==> config.mk <==
export PLATFORM = sky130hd
export DESIGN_NAME = diagonal_gradient_alpha_blend
export DESIGN_NICKNAME = d
export VERILOG_FILES = /design/src/hw/rtl/dgab_pkg.sv /design/src/hw/rtl/dgab_div.sv /design/src/hw/rtl/diagonal_gradient_alpha_blend.sv
export SDC_FILE = /design/constraint.sdc
export NUM_CORES = 1
export LEC_CHECK = 0
export ABC_AREA = 1
export BUFFER_PORTS_ARGS = -buffer_cell sky130_fd_sc_hd__buf_4
export CAP_MARGIN = 30
export CORE_ASPECT_RATIO = 0.9
export CORE_MARGIN = 3
export CORE_UTILIZATION = 55
export CTS_CLUSTER_SIZE = 10
export DETAILED_ROUTE_END_ITERATION = 8
export PLACE_DENSITY_LB_ADDON = 0.3
export SETUP_SLACK_MARGIN = 0.05
export SLEW_MARGIN = 5
export SYNTH_ARGS = -nofsm -noshare
export SYNTH_HDL_FRONTEND = slang
export SYNTH_HIERARCHICAL = 1
export SYNTH_SLANG_ARGS = --single-unit
==> constraint.sdc <==
create_clock -name clk -period 7.81 [get_ports clk]
set_clock_uncertainty 0.1 [all_clocks]
set_input_delay 0.3905 -clock clk [delete_from_list [all_inputs] [get_ports clk]]
set_output_delay 0.3905 -clock clk [all_outputs]
set_load 0.02 [all_outputs]
==> src/hw/rtl/dgab_pkg.sv <==
// Shared constants for the diagonal gradient alpha blend block.
// No dependencies; imported by dgab_div and diagonal_gradient_alpha_blend.
`default_nettype none

package dgab_pkg;

  // Pixel channel width and quotient steps of the divider
  localparam int PIX_W = 8;

  // Configuration register file
  localparam int CFG_W     = 13;
  localparam int CFG_IDX_W = 2;

  localparam logic [CFG_IDX_W-1:0] REG_FRAME_WIDTH  = CFG_IDX_W'(0);
  localparam logic [CFG_IDX_W-1:0] REG_FRAME_HEIGHT = CFG_IDX_W'(1);

  localparam logic [CFG_W-1:0] FRAME_WIDTH_RST  = CFG_W'(640);
  localparam logic [CFG_W-1:0] FRAME_HEIGHT_RST = CFG_W'(480);

  // Default largest frame dimension
  localparam int DEF_MAX_DIM = 4096;

endpackage

`default_nettype wire

==> src/hw/rtl/dgab_div.sv <==
// Restoring divider producing a PIX_W-bit quotient, one bit per cycle.
// Depends on dgab_pkg for PIX_W.
`default_nettype none

module dgab_div
  import dgab_pkg::*;
#(
  parameter int TOT_W = 14
) (
  input  wire logic                   clk,
  input  wire logic                   rst_n,
  input  wire logic                   start,
  input  wire logic [TOT_W+PIX_W-1:0] num,
  input  wire logic [TOT_W-1:0]       den,
  output logic                        done,
  output logic [PIX_W-1:0]            quo
);

  localparam int NUM_W = TOT_W + PIX_W;
  localparam int STP_W = $clog2(PIX_W);

  logic [NUM_W-1:0] rem_r, rem_nxt;
  logic [NUM_W-1:0] dsh_r;
  logic [PIX_W-1:0] quo_r;
  logic [STP_W-1:0] step_r;
  logic             busy_r;
  logic             done_r;
  logic             ge;

  // One trial subtraction of the shifted divisor per cycle
  assign ge      = (rem_r >= dsh_r);
  assign rem_nxt = ge ? (rem_r - dsh_r) : rem_r;

  // Sequencing: load on start, then PIX_W iterations
  always_ff @(posedge clk) begin
    if (!rst_n) begin
      busy_r <= 1'b0;
      done_r <= 1'b0;
      step_r <= '0;
    end else begin
      done_r <= !start && busy_r && (step_r == STP_W'(PIX_W - 1));
      if (start) begin
        busy_r <= 1'b1;
        step_r <= '0;
      end else if (busy_r) begin
        step_r <= step_r + STP_W'(1);
        if (step_r == STP_W'(PIX_W - 1)) begin
          busy_r <= 1'b0;
        end
      end
    end
  end

  // Datapath: remainder, shifted divisor and quotient
  always_ff @(posedge clk) begin
    if (start) begin
      rem_r <= num;
      dsh_r <= {1'b0, den, (PIX_W-1)'(0)};
    end else if (busy_r) begin
      rem_r <= rem_nxt;
      dsh_r <= dsh_r >> 1;
      quo_r <= {quo_r[PIX_W-2:0], ge};
    end
  end

  assign done = done_r;
  assign quo  = quo_r;

endmodule

`default_nettype wire

==> src/hw/rtl/diagonal_gradient_alpha_blend.sv <==
// Top level of the diagonal gradient alpha blend block.
// Depends on dgab_pkg and dgab_div.
//
// Blends one RGB base pixel with one RGB watermark pixel per request, in
// raster order, weighting the watermark by (x+y)/(W+H) along the diagonal
// with exact truncating integer math. Each request goes from acceptance
// to a result in the output register in steps: for each of the three
// channels, state S_MUL forms the weighted sum and S_DIV runs the
// shared bit-serial divider (8 quotient bits plus handoff), then S_OUT
// loads the output register, waiting while it holds an untaken result.
// A new pixel is taken only once the last one has left S_OUT. The input
// is not ready while a pixel is in work; a finished result waits in the
// output register while the next pixel is taken. A write to frame_width
// or frame_height restarts the frame at column 0, row 0; a dimension of
// 0 acts as 1 and one above MAX_DIM acts as MAX_DIM.
`default_nettype none

module diagonal_gradient_alpha_blend
  import dgab_pkg::*;
#(
  parameter int MAX_DIM = DEF_MAX_DIM
) (
  input  wire logic                 clk,
  input  wire logic                 rst_n,
  // configuration write port
  input  wire logic                 cfg_we,
  input  wire logic [CFG_IDX_W-1:0] cfg_index,
  input  wire logic [CFG_W-1:0]     cfg_wdata,
  // pixel requests
  input  wire logic                 in_valid,
  output logic                      in_ready,
  input  wire logic [PIX_W-1:0]     in_base_red,
  input  wire logic [PIX_W-1:0]     in_base_green,
  input  wire logic [PIX_W-1:0]     in_base_blue,
  input  wire logic [PIX_W-1:0]     in_mark_red,
  input  wire logic [PIX_W-1:0]     in_mark_green,
  input  wire logic [PIX_W-1:0]     in_mark_blue,
  // blended results
  output logic                      out_valid,
  input  wire logic                 out_ready,
  output logic [PIX_W-1:0]          out_blend_red,
  output logic [PIX_W-1:0]          out_blend_green,
  output logic [PIX_W-1:0]          out_blend_blue,
  output logic                      out_end_of_frame
);

  localparam int DIM_W = $clog2(MAX_DIM + 1);
  localparam int CNT_W = $clog2(MAX_DIM);
  localparam int TOT_W = $clog2(2 * MAX_DIM + 1);
  localparam int NUM_W = TOT_W + PIX_W;

  localparam logic [1:0] S_IDLE = 2'd0;
  localparam logic [1:0] S_MUL  = 2'd1;
  localparam logic [1:0] S_DIV  = 2'd2;
  localparam logic [1:0] S_OUT  = 2'd3;

  localparam logic [1:0] CH_LAST = 2'd2;

  logic [CFG_W-1:0] fw_r, fh_r;
  logic [CNT_W-1:0] col_r, row_r;
  logic [DIM_W-1:0] w_eff, h_eff;
  logic [TOT_W-1:0] tot;
  logic             last_col, last_row;
  logic             accept;

  logic [1:0]       state_r;
  logic [1:0]       ch_r;
  logic [TOT_W-1:0] wgt_r;
  logic             eof_r;
  logic [PIX_W-1:0] base_r [3];
  logic [PIX_W-1:0] mark_r [3];
  logic [PIX_W-1:0] res_r  [3];

  logic [NUM_W-1:0] num;
  logic             div_start;
  logic             div_done;
  logic [PIX_W-1:0] div_quo;
  logic             out_load;

  // Effective frame dimensions: zero acts as one, clamp at MAX_DIM
  always_comb begin
    priority if (fw_r == '0) begin
      w_eff = DIM_W'(1);
    end else if (32'(fw_r) > 32'(MAX_DIM)) begin
      w_eff = DIM_W'(MAX_DIM);
    end else begin
      w_eff = DIM_W'(fw_r);
    end
    priority if (fh_r == '0) begin
      h_eff = DIM_W'(1);
    end else if (32'(fh_r) > 32'(MAX_DIM)) begin
      h_eff = DIM_W'(MAX_DIM);
    end else begin
      h_eff = DIM_W'(fh_r);
    end
  end

  assign tot      = TOT_W'(w_eff) + TOT_W'(h_eff);
  assign last_col = ((DIM_W + 1)'(col_r) + (DIM_W + 1)'(1)) >= (DIM_W + 1)'(w_eff);
  assign last_row = ((DIM_W + 1)'(row_r) + (DIM_W + 1)'(1)) >= (DIM_W + 1)'(h_eff);

  assign in_ready = (state_r == S_IDLE);
  assign accept   = in_valid && in_ready;

  // Configuration registers and raster position counters
  always_ff @(posedge clk) begin
    if (!rst_n) begin
      fw_r  <= FRAME_WIDTH_RST;
      fh_r  <= FRAME_HEIGHT_RST;
      col_r <= '0;
      row_r <= '0;
    end else if (cfg_we && (cfg_index == REG_FRAME_WIDTH ||
                            cfg_index == REG_FRAME_HEIGHT)) begin
      if (cfg_index == REG_FRAME_WIDTH) begin
        fw_r <= cfg_wdata;
      end else begin
        fh_r <= cfg_wdata;
      end
      col_r <= '0;
      row_r <= '0;
    end else if (accept) begin
      if (last_col) begin
        col_r <= '0;
        row_r <= last_row ? '0 : row_r + CNT_W'(1);
      end else begin
        col_r <= col_r + CNT_W'(1);
      end
    end
  end

  // Capture the request and its diagonal weight
  always_ff @(posedge clk) begin
    if (accept) begin
      base_r[0] <= in_base_red;
      base_r[1] <= in_base_green;
      base_r[2] <= in_base_blue;
      mark_r[0] <= in_mark_red;
      mark_r[1] <= in_mark_green;
      mark_r[2] <= in_mark_blue;
      wgt_r     <= TOT_W'(col_r) + TOT_W'(row_r);
      eof_r     <= last_col && last_row;
    end
  end

  // Weighted sum of the current channel, loaded straight into the divider
  assign num = NUM_W'(wgt_r) * NUM_W'(mark_r[ch_r])
             + NUM_W'(tot - wgt_r) * NUM_W'(base_r[ch_r]);

  assign div_start = (state_r == S_MUL);

  dgab_div #(
    .TOT_W (TOT_W)
  ) u_div (
    .clk   (clk),
    .rst_n (rst_n),
    .start (div_start),
    .num   (num),
    .den   (tot),
    .done  (div_done),
    .quo   (div_quo)
  );

  assign out_load = (state_r == S_OUT) && (!out_valid || out_ready);

  // Channel sequencer
  always_ff @(posedge clk) begin
    if (!rst_n) begin
      state_r <= S_IDLE;
      ch_r    <= '0;
    end else begin
      unique case (state_r)
        S_IDLE: begin
          if (accept) begin
            state_r <= S_MUL;
            ch_r    <= '0;
          end
        end
        S_MUL: begin
          state_r <= S_DIV;
        end
        S_DIV: begin
          if (div_done) begin
            if (ch_r == CH_LAST) begin
              state_r <= S_OUT;
            end else begin
              ch_r    <= ch_r + 2'd1;
              state_r <= S_MUL;
            end
          end
        end
        S_OUT: begin
          if (out_load) begin
            state_r <= S_IDLE;
          end
        end
        default: begin
          state_r <= S_IDLE;
        end
      endcase
    end
  end

  // Per-channel quotients
  always_ff @(posedge clk) begin
    if (state_r == S_DIV && div_done) begin
      res_r[ch_r] <= div_quo;
    end
  end

  // Output register
  always_ff @(posedge clk) begin
    if (!rst_n) begin
      out_valid <= 1'b0;
    end else if (out_load) begin
      out_valid <= 1'b1;
    end else if (out_ready) begin
      out_valid <= 1'b0;
    end
  end

  always_ff @(posedge clk) begin
    if (out_load) begin
      out_blend_red    <= res_r[0];
      out_blend_green  <= res_r[1];
      out_blend_blue   <= res_r[2];
      out_end_of_frame <= eof_r;
    end
  end

endmodule

`default_nettype wire
Yosys cells after proc, flatten, opt, wreduce, memory -nomap -nowiden
Memory sizes are Yosys's and may differ from the RTL's. A register that Yosys moved wholly into a read port is not among the register bits.
Cells that the tools add are included.

storage, ports and cells
  flip-flop bits (word level) = 127
  bits in writable memories = 72
  input bits = 68
  output and inout bits = 27
  word-level logic and storage cells = 112
  memories kept = 3

memories
  name    words  bits a word  rd ports  clocked after Yosys merged registers in  write ports  line                                 RTL
  base_r  3      8            1         1                                        3            diagonal_gradient_alpha_blend.sv:70  logic [PIX_W-1:0] base_r [3];
  mark_r  3      8            1         1                                        3            diagonal_gradient_alpha_blend.sv:71  logic [PIX_W-1:0] mark_r [3];
  res_r   3      8            3         3                                        1            diagonal_gradient_alpha_blend.sv:72  logic [PIX_W-1:0] res_r [3];

operators by class
  $add $sub $neg = 11
  multiply operators = 2
  $lt $le $gt $ge = 5
  equal/unequal tests = 10
  muxes and demuxes = 33
  bitwise logic cells = 3
  reductions and logical operators = 28

operator list
  operator                 number
  $mux W22                 3
  $mux W13                 4
  $mux W21                 2
  $add A12 B1 Y13 const B  2
  $ge A13 B13 Y1           2
  $gt A13 B13 Y1 const B   2
  $logic_not A13 Y1        2
  $add A12 B1 Y12 const B  2
  $mux W12                 2
  $add A22 B22 Y22         1
  $ge A22 B21 Y1           1
  $mul A14 B8 Y22          1
  $mul A15 B9 Y22          1
  $mux W2                  11
  $sub A22 B21 Y22         1
  $sub A14 B14 Y15         1
  $add A13 B13 Y14         1
  $add A12 B12 Y13         1
  $reduce_and A2 Y1        5
  $mux W1                  9
  $pmux W2 S4              1
  $reduce_bool A2 Y1       4
  $logic_and A1 B1 Y1      7
  $eq A2 B2 Y1 const B     3
  14 further kinds         23

Longest topological paths before layout
  depth in word-level cells = 8
  depth in mapped cells = 53
  mapped depth without buffers = 53

Hierarchy
Netlist, hierarchy kept.

modules (own cells, without submodules)
  module                         instances  cells an instance  area an instance (um^2)  sequential area each (um^2)
  diagonal_gradient_alpha_blend  1          1935               16631.0                  4474.3
  dgab_div                       1          512                3732.3                   1561.5

Worst setup path before layout
Ideal clock, no wire load.

  path kind = register -> register
  from = register fh_r[8]
  to = register u_div.rem_r[21], data pin
  setup time = 0.254 ns
  data arrival time = 7.740 ns
  required time = 7.456 ns
  path slack = -0.283 ns
  stages on the path, launching flop included = 49
  path buffers = 0
  clock period less this slack = 8.093 ns
  cell sequence = dfxtp_1 nor4_1 nand4_1 nand2_1 inv_1 nor2_1 ha_1 nand2_1 nand2_1 nand2_1 nand3_1 a21oi_1 o21ai_1 nand3_1 nand2_1 nand2_1 nand2_1 ha_1 [... 13 more ...] fa_1 fa_1 fa_1 inv_1 fa_1 inv_1 ha_1 nand2_1 nor2_1 inv_1 nor3_1 nand3_1 nand3_1 inv_1 nand2_1 nand2_1 nand2_1 nand2_1

on the way
  longest elaborated chain between the ends = 8
  elaborated cells between the ends (all ways) = 9
  classes of those cells = 3 x add/sub; 1 x mul; 1 x order compare; 3 x mux; 1 x reduce/logical

RTL lines
  what                      line                                  RTL
  start: declaration        diagonal_gradient_alpha_blend.sv:59   logic [CFG_W-1:0] fw_r, fh_r;
  start signal: assignment  diagonal_gradient_alpha_blend.sv:117  fh_r <= cfg_wdata;
  $gt A13 B13 Y1            diagonal_gradient_alpha_blend.sv:91   end else if (32'(fh_r) > 32'(MAX_DIM)) begin
  $mux W13                  diagonal_gradient_alpha_blend.sv:91
  $mux W13 *                diagonal_gradient_alpha_blend.sv:89   priority if (fh_r == '0) begin
  $add A13 B13 Y14 *        diagonal_gradient_alpha_blend.sv:98   assign tot = TOT_W'(w_eff) + TOT_W'(h_eff);
  via tot[11]               diagonal_gradient_alpha_blend.sv:62   logic [TOT_W-1:0] tot;
  $sub A14 B14 Y15 *        diagonal_gradient_alpha_blend.sv:147  + NUM_W'(tot - wgt_r) * NUM_W'(base_r[ch_r]);
  $mul A15 B9 Y22 *         diagonal_gradient_alpha_blend.sv:147
  $add A22 B22 Y22 *        diagonal_gradient_alpha_blend.sv:147
  via num[21]               diagonal_gradient_alpha_blend.sv:74   logic [NUM_W-1:0] num;
  $mux W22 *                dgab_div.sv:56                        if (start) begin
  end signal: assignment    dgab_div.sv:57                        rem_r <= num;
  end signal: assignment    dgab_div.sv:60                        rem_r <= rem_nxt;
  end: declaration          dgab_div.sv:22                        logic [NUM_W-1:0] rem_r, rem_nxt;

The timed path passes the listed nets; every way through them passes the cells marked *.
A chain may end at the register's enable or synchronous reset.

Worst setup path in the final report
  from = register fh_r[11]
  to = register u_div.rem_r[19], data pin

The elaborated chain is that of the path after synthesis.

==> results.py <==
metrics = {
    "floorplanning": {
        "die_w_um": 209,
        "start_util": 0.560,
        "die-area_um2": 39400,
        "pin_count": 95,
        "core-area_um2": 36300,
        "die_h_um": 189,
        "row_count": 66,
    },
    "hold_path": {
        "worstHoldStart": "cfg_wdata[0]",
        "hp-class": "primary input to flop",
        "whs_path_depth": 3,
    },
    "setup_path": {
        "cp_slowest_cell": "fa_1",
        "crit_buf_inv": 6,
        "path_common_cell": "fa_1",
        "max_stage_delay_ns": 0.58,
        "cp-start-kind": "flop",
        "path_class": "flop to flop",
        "path_depth": 39,
        "crit_start": "fh_r[11]$_SDFFE_PN0P_",
        "r2r-start": "fh_r[11]$_SDFFE_PN0P_",
        "worstRegToRegCells": 39,
        "cp-end-kind": "flop",
        "required_ns": 8.01,
        "worstPathArrival_ns": 8.68,
        "cp_max_fo": 7,
        "critical_path.top_delay_family": "adder cells",
    },
    "timing": {
        "setup_viol": 15,
        "finalHoldViolCount": 0,
        "slew_viol_final": 0,
        "worstMarginPinSlew_ns": 0.914,
        "post-route-period-util": 1.09,
        "rsz0062_at_grt": "true",
        "layout_min_cycle_time_ns": 8.48,
        "relSlewSlack": 0.391,
        "timing.fmax_mhz": 118,
        "setup_ws_ns": -0.673,
    },
    "yosys": {
        "synth_fp_nets": 2876,
        "synth_edf_count": 155,
        "avgSynthCellArea_um2": 8.32,
        "synth_flop_cell": "edfxtp_1",
        "synth_common_cells": "nand2_1, inv_1, nor2_1",
        "yosysTopAreaCell": "edfxtp_1",
        "ys_types": 56,
        "syn_area_um2": 20400,
        "ys_seq_area_frac": 0.296,
        "async_reset_ff_frac": 0,
        "yosysMostFrequentCell": "nand2_1",
        "ys_ff_latch": 224,
        "synthTopCellsByArea": "edfxtp_1, fa_1, nand2_1",
        "syn_inst": 2447,
        "yosys.area.top_type_share": 0.229,
        "ys_warn_count": 6,
    },
    "route": {
        "drt-total-wl_um": 61300,
        "drt_iter0_drc": 1446,
        "viasPerCell": 5.36,
        "dr.pass1.iters": 6,
        "drt-wirelength-per-cell_um": 18.4,
        "route.detailed.drc": 0,
        "drtAntennaViolNets": 0,
        "num_vias": 17880,
    },
    "layout": {
        "fill_cells": 2727,
        "final_util": 0.722,
        "multiInputGateArea_um2": 13600,
        "syn2layout_area_growth_pct": 28.8,
        "layout.cells.non_filler": 3336,
        "finalNetCount": 3270,
        "n_antenna_cell": 0,
        "drive_gt1_frac": 0.239,
        "seq_area_um2": 6040,
    },
    "clock_network": {
        "cts_tree": "done",
        "clockBufferDepth": 3,
        "cts_buffers": 27,
        "clock-sinks": 224,
        "root_buffer": "clkbuf_16",
        "clkLatencyLatePin_ns": 0.56,
        "clk_transition_reported_paths_ns": 0.06,
        "h-tree-depth": 1,
    },
    "placement": {
        "place.gp.congestion": 1.05,
        "dpl.cell_count": 3182,
        "portBuffers": 94,
        "preCtsSetupSlack_ns": -0.910,
        "dp_hpwl_um": 47600,
    },
    "outcome": {
        "violations": "negative setup slack",
        "status": "finished with violations",
    },
    "global_routing": {
        "grt_overflow_total": 0,
        "grt_max_degree": 63,
        "grt_use_total": 0.307,
        "grt_pass1_vias": 18250,
        "grt_pass1_wl_um": 95700,
        "antenna_found_initial": 0,
    },
    "job": {
        "cap_violations": 0,
    },
}
==> through the flow <==
stage	cell area [um^2]	TNS, ns	hold WS [ns]
finish	26200	-6.68	0.0183
global route	26200	-11.78	0.0144
CTS	25700	-5.17	0.00229
detailed placement	23300	-9.78	0.305
global placement	23200	-8.14	0.300
floorplan	20600	0	0.300
==> metal layers <==
metal / part of all wire / vias to the layer above / wire (um) / track usage
li1: - / 8451 / - / -
met1: 0.42 / 8610 / 25600 / 0.415
met2: 0.46 / 708 / 28400 / 0.503
met3: 0.091 / 111 / 5580 / 0.0757
met4: 0.028 / 0 / 1700 / 0.0757
met5: 0 / - / 0 / 0
==> final cells by class <==
cell class,instances,share of cell area
multi-input combinational,1696,0.519
sequential,224,0.230
timing repair buffer,404,0.126
inverter,488,0.0702
clock buffer,46,0.0297
tap,476,0.0227
clock inverter,2,0.00191
==> layout by cell type (no fill, tap or decap), types with 31 or more instances in the layout <==
cell type | netlist | routed
nand2_1 | 573 | 524
inv_1 | 464 | 433
buf_4 | 3 | 324
nor2_1 | 234 | 206
fa_1 | 194 | 188
edfxtp_1 | 155 | 155
ha_1 | 167 | 134
nand3_1 | 113 | 93
a21oi_1 | 100 | 77
dfxtp_1 | 69 | 67
o21ai_0 | 71 | 60
dlygate4sd3_1 | 0 | 58
nand2_2 | 11 | 46
inv_2 | 17 | 45
xor2_1 | 46 | 38
ha_4 | 0 | 31
==> path summary, 6_finish.rpt <==
check                                                    end  slack [ns]
worst max-delay path               u_div/rem_r[19]$_DFFE_PP_       -0.67
worst min-delay path                    fw_r[0]$_SDFFE_PN0P_        0.02
worst max register to register     u_div/rem_r[19]$_DFFE_PP_       -0.67
worst min register to register  out_blend_green[0]$_DFFE_PP_        0.31
==> cells by family after synthesis <==
logic type	Yosys count	share of synthesized area
fa+ha+maj	361	0.293
compound gates	229	0.0635
simple gates	1036	0.217
buf+inv	527	0.0986
flops	224	0.296
xor+xnor	70	0.0316
==> what timing repair did <==
item,CTS,global route
hold buffers,58,0
setup endpoints to repair,16,17
resized for setup,171,108
cloned,0,0
endpoints found under the hold margin,60,0
pin swaps,147,70
buffers inserted,31,21
==> worst reg2reg max path, delay by kind of cell, from the launching register on <==
family          cells  cell delay, ns
simple gates       18            2.36
flops               1            0.36
xor+xnor            2            0.26
fa+ha+maj           9            3.96
compound gates      4            0.61
buf+inv             6            0.55
==> flip-flops by register name, indices dropped and copies added (netlist names), 13 cells and up, named ones only <==
name and count:
base_r 24, mark_r 24, res_r 24, u_div/rem_r 22
u_div/dsh_r 21, fh_r 13, fw_r 13, wgt_r 13
Power is not shown: default switching activity piles up to over one toggle a cycle in this logic, so the estimate is an artifact.
